<file path="src/sv/slt_pkg.sv">
// ----------------------------------------------------------------------------
// slt_pkg: shared types and constants of the sorted list table
// Table geometry, request and status codes, and the control word that the
// top level hands to every cell.
// ----------------------------------------------------------------------------
package slt_pkg;

  // Table geometry.
  localparam int Capacity = 64;
  localparam int ValueW   = 32;
  localparam int IdxW     = $clog2(Capacity);
  localparam int CntW     = $clog2(Capacity + 1);
  // Per-request increment of the running totals (at most Capacity).
  localparam int IncW     = CntW + 1;
  localparam int TotW     = 32;

  typedef enum logic [1:0] {
    FUNC_INSERT = 2'd0,
    FUNC_REMOVE = 2'd1,
    FUNC_FIND   = 2'd2,
    FUNC_CLEAR  = 2'd3
  } func_e;

  typedef enum logic [1:0] {
    ST_OK        = 2'd0,
    ST_FULL      = 2'd1,
    ST_EMPTY     = 2'd2,
    ST_NOT_FOUND = 2'd3
  } status_e;

  // Control word broadcast to all cells.
  typedef struct packed {
    logic cmp_en;  // latch compare flags against the operand
    logic ins_en;  // open a slot at the insert position and write the operand
    logic rem_en;  // close the slot of the first match
  } cell_ctl_t;

endpackage

</file>
<file path="src/sv/slt_cell.sv">
// ----------------------------------------------------------------------------
// slt_cell: one slot of the sorted list table
// Holds one entry, compares it against the operand, and takes its left or
// right neighbor's entry when the table shifts.
// ----------------------------------------------------------------------------
module slt_cell import slt_pkg::*; (
  input  logic                     clk_i,
  input  logic                     rst_ni,
  input  cell_ctl_t                ctl_i,
  input  logic                     valid_i,
  input  logic signed [ValueW-1:0] operand_i,
  input  logic                     prev_le_i,
  input  logic signed [ValueW-1:0] prev_entry_i,
  input  logic signed [ValueW-1:0] next_entry_i,
  output logic signed [ValueW-1:0] entry_o,
  output logic                     lt_o,
  output logic                     le_o
);

  logic signed [ValueW-1:0] entry_q, entry_d;
  logic                     lt_q, le_q;

  // Compare flags: entry below operand, and entry not above operand.
  always_ff @(posedge clk_i or negedge rst_ni) begin
    if (!rst_ni) begin
      lt_q <= 1'b0;
      le_q <= 1'b0;
    end else if (ctl_i.cmp_en) begin
      lt_q <= valid_i && (entry_q < operand_i);
      le_q <= valid_i && (entry_q <= operand_i);
    end
  end

  // Shift logic. Since the table is sorted, the flags of this cell and its
  // left neighbor tell whether this slot lies above, at or below the
  // insert position, and whether it lies at or above the removed slot.
  always_comb begin
    entry_d = entry_q;
    if (ctl_i.ins_en) begin
      if (!prev_le_i) begin
        entry_d = prev_entry_i;
      end else if (!le_q) begin
        entry_d = operand_i;
      end
    end else if (ctl_i.rem_en) begin
      if (!lt_q) begin
        entry_d = next_entry_i;
      end
    end
  end

  always_ff @(posedge clk_i) begin
    entry_q <= entry_d;
  end

  assign entry_o = entry_q;
  assign lt_o    = lt_q;
  assign le_o    = le_q;

endmodule

</file>
<file path="config.mk">
export PLATFORM = sky130hd
export DESIGN_NAME = slt_cell
export DESIGN_NICKNAME = d
export VERILOG_FILES = /design/src/sv/slt_pkg.sv /design/src/sv/slt_cell.sv
export SDC_FILE = /design/constraint.sdc
export NUM_CORES = 1
export LEC_CHECK = 0
export BUFFER_PORTS_ARGS = -buffer_cell sky130_fd_sc_hd__clkbuf_2
export CORE_AREA = 2 2 82 84
export DETAILED_ROUTE_END_ITERATION = 7
export DIE_AREA = 0 0 84 86
export PLACE_DENSITY = 0.76
export REMOVE_ABC_BUFFERS = 1
export SYNTH_ARGS = -nofsm -noshare
export SYNTH_HDL_FRONTEND = slang
export SYNTH_SLANG_ARGS = --single-unit
</file>
<file path="constraint.sdc">
create_clock -name clk_i -period 2.4 [get_ports clk_i]
set_input_delay 0 -clock clk_i [delete_from_list [all_inputs] [get_ports clk_i]]
set_output_delay 0 -clock clk_i [all_outputs]
set_load 0.02 [all_outputs]
</file>
==> out/results.tsv <==
metric	value	unit
rows	29	
vias	2380	
hpwl	5096	um
nets	537	
start_util	40.10	%
setup_viol	0	
placed_area	3299	sq um
drt_iter0_drc	47	
area_growth	35.44	%
post_cts_buffers	0	
postRouteAntennaNets	0	
max_cap_viol_count	0	
clk_path_buf_depth	2	
fin_crit	1.940	ns
setup_tns	0	ns
wl_per_cell	12.92	um
hold_viol_final	0	
cts_tree	yes	
rsz0062_at_grt	no	
drive_gt1_share	36.72	%
synth-xor-area-share	0	%
endpoint_kind	register	
syn_inst	265	
final_cell_area	3410	sq um
cp.arrival	2.14	ns
fmax	515.5	MHz
crit_top_cell	a211o_1	
period_share	80.83	%
drc_errors	0	
critPathRequiredTime	2.60	ns
htreeDepth	2	
critical_path.top_delay_family	compound AO/OA/AOI/OAI gates	
status	finished clean	
grt_pass1_wl	10200	um
synth_fa_ha_area_share	15.90	%
powerDensity	536.5	nW/um^2
wl	6201	um
critPathMaxStageDelay	0.39	ns
hold_buffers	2	
synth-seq-area-share	40.16	%
yosys.area_share.simple	10.79	%
synth.yosys.warnings	0	
power_leakage	1.806	nW
clk_pin_slew	0.07	ns
cts-root-buf	clkbuf_8	
synth_mux_area_share	12.72	%
chipHeight	86	um
die-area	7224	sq um
path_cells	ha_1 -> a21oi_2 -> nand2_1 -> a221o_1 -> a211o_1 -> a211o_1 -> o211ai_2	
grt_max_degree	65	
cts_resized	0	
place_congestion	0.8093	
cp_max_fo	3	
multi_input_area	1349	sq um
antenna_found_initial	0	
drt_pass1_iterations	4	
min_path_type	in2reg	
gr-total-overflow	0	
antenna_cells	0	
fin_skew	0.009858	ns
tightest_slew	0.6040	ns
numCtsBuffers	5	
peakVddDrop	0.3404	mV
path_class	reg2reg	
coreArea	6277	sq um
netlist_area	2517	sq um
grt_pass1_vias	2324	
fp.dieW	84	um
ioPinCount	137	
cts_num_sinks	34	
worst_path_max_delay_cell	edfxtp_1	
seqCellArea	1011	sq um
nFillCells	583	
grt_usage	17.47	%
critPathLaunchType	register	
avgSynthCellArea	9.500	sq um
worstSkewPairLatency	0.28	ns
yosysUniqueCellTypes	28	
synth_top_family_by_area	adder cells	
viasPerCell	4.958	
port_buffers	136	
slew_violations	0	
ys_seq_elements	34	
synth-compound-area-share	13.57	%
slew_headroom	59.73	%
cp_num_buf_inv	0	
layout make-up:
| type | count | area share, % |
|---|---|---|
| Clock buffer | 8 | 2.642 |
| Tap cell | 77 | 2.826 |
| Sequential cell | 34 | 29.65 |
| Inverter | 34 | 3.743 |
| Timing Repair Buffer | 141 | 21.58 |
| Multi-Input combinational cell | 186 | 39.56 |
worst paths after layout:
check | from | end | slack [ns] | depth (start not counted)
worst min register to register | lt_o | lt_o | 0.60 | 2
worst max-delay path | entry_o[14] | lt_o | 0.46 | 7
worst min-delay path | next_entry_i[14] | entry_o[14] | 0.03 | 3
max in group asynchronous | rst_ni | lt_o | 2.25 | 2
min in group asynchronous | rst_ni | le_o | 0.05 | 2
worst max register to register | entry_o[14] | lt_o | 0.46 | 7
state kept, by name, indices dropped and copies added, names as in the netlist:
name,cells
lt_o,1
entry_o,32
le_o,1
synth_stat cells (all sizes together):
| cell type | number | area share, % |
|---|---|---|
| a21oi | 47 | 9.5 |
| nor2 | 35 | 5.2 |
| inv | 34 | 5.1 |
| edfxtp | 32 | 38 |
| ha | 32 | 16 |
| mux2i | 32 | 13 |
| clkbuf | 8 | 1.2 |
| nand2 | 8 | 1.2 |
| nand4 | 6 | 1.5 |
| nand3 | 5 | 0.99 |
| o21ai | 4 | 0.80 |
| buf | 3 | 0.60 |
| a211o | 2 | 0.70 |
| a31oi | 2 | 0.50 |
| dfrtp | 2 | 2.0 |
| nor4 | 2 | 0.50 |
| o211ai | 2 | 0.80 |
| a211oi | 1 | 0.30 |
| a21o | 1 | 0.30 |
| a221o | 1 | 0.40 |
| a22oi | 1 | 0.30 |
| and3 | 1 | 0.25 |
| and4 | 1 | 0.35 |
| nand4b | 1 | 0.35 |
| nor2b | 1 | 0.25 |
| nor3 | 1 | 0.20 |
cell usage in the layout (no fill, tap or decap), types with 2 or more instances in the layout:
cell and instances:
nand4_1 6, edfxtp_1 32, ha_1 32, a21oi_1 46, nand2_1 8, inv_1 34, nor2_1 35, buf_4 2
clkbuf_2 136, nor4_1 2, clkbuf_8 6, dfrtp_1 2, clkbuf_1 2, nand3_1 5, dlygate4sd3_1 2, o21ai_0 4
mux2i_1 32, a211o_1 2
where the power goes:
part | internal, mW | total, mW | switching, mW
Clock | 0.234 | 0.429 | 0.195
Sequential | 0.747 | 0.792 | 0.0443
Combinational | 0.257 | 0.609 | 0.352
cell families (layout without fill, tap and decap cells):
| kind of cell | Yosys count | after routing |
|---|---|---|
| compound gates | 61 | 61 |
| simple gates | 61 | 61 |
| buf+inv | 45 | 183 |
| flops | 34 | 34 |
| fa+ha+maj | 32 | 32 |
| mux | 32 | 32 |
stage by stage:
stage,instances,power [mW],setup WS (ns),hold WS [ns],utilization [%]
after floorplan,254,1.142,-0.3071,-0.2956,-
after global placement,470,1.404,0.5134,-0.2126,52.56
after detailed placement,470,1.421,0.4439,-0.2113,52.56
after CTS,480,1.861,0.4294,0.02474,54.32
after global routing,480,1.960,0.3095,0.03120,54.32
final,480,1.829,0.4600,0.03235,54.32
worst min-delay path, cell delays in order:
cell	delay, ns
clkbuf_2	0.07
nor2_1	0.03
a21oi_1	0.09
metal layers:
layer  part of all wire, %  up-vias  GRT usage [%]
li1                      -     1229              -
met1                    43     1060          20.17
met2                    50       85          32.07
met3                   6.0        6          4.620
met4                  0.81        0          4.692
met5                     0        -              0
Note: power is estimated with default switching activity, not from simulation.
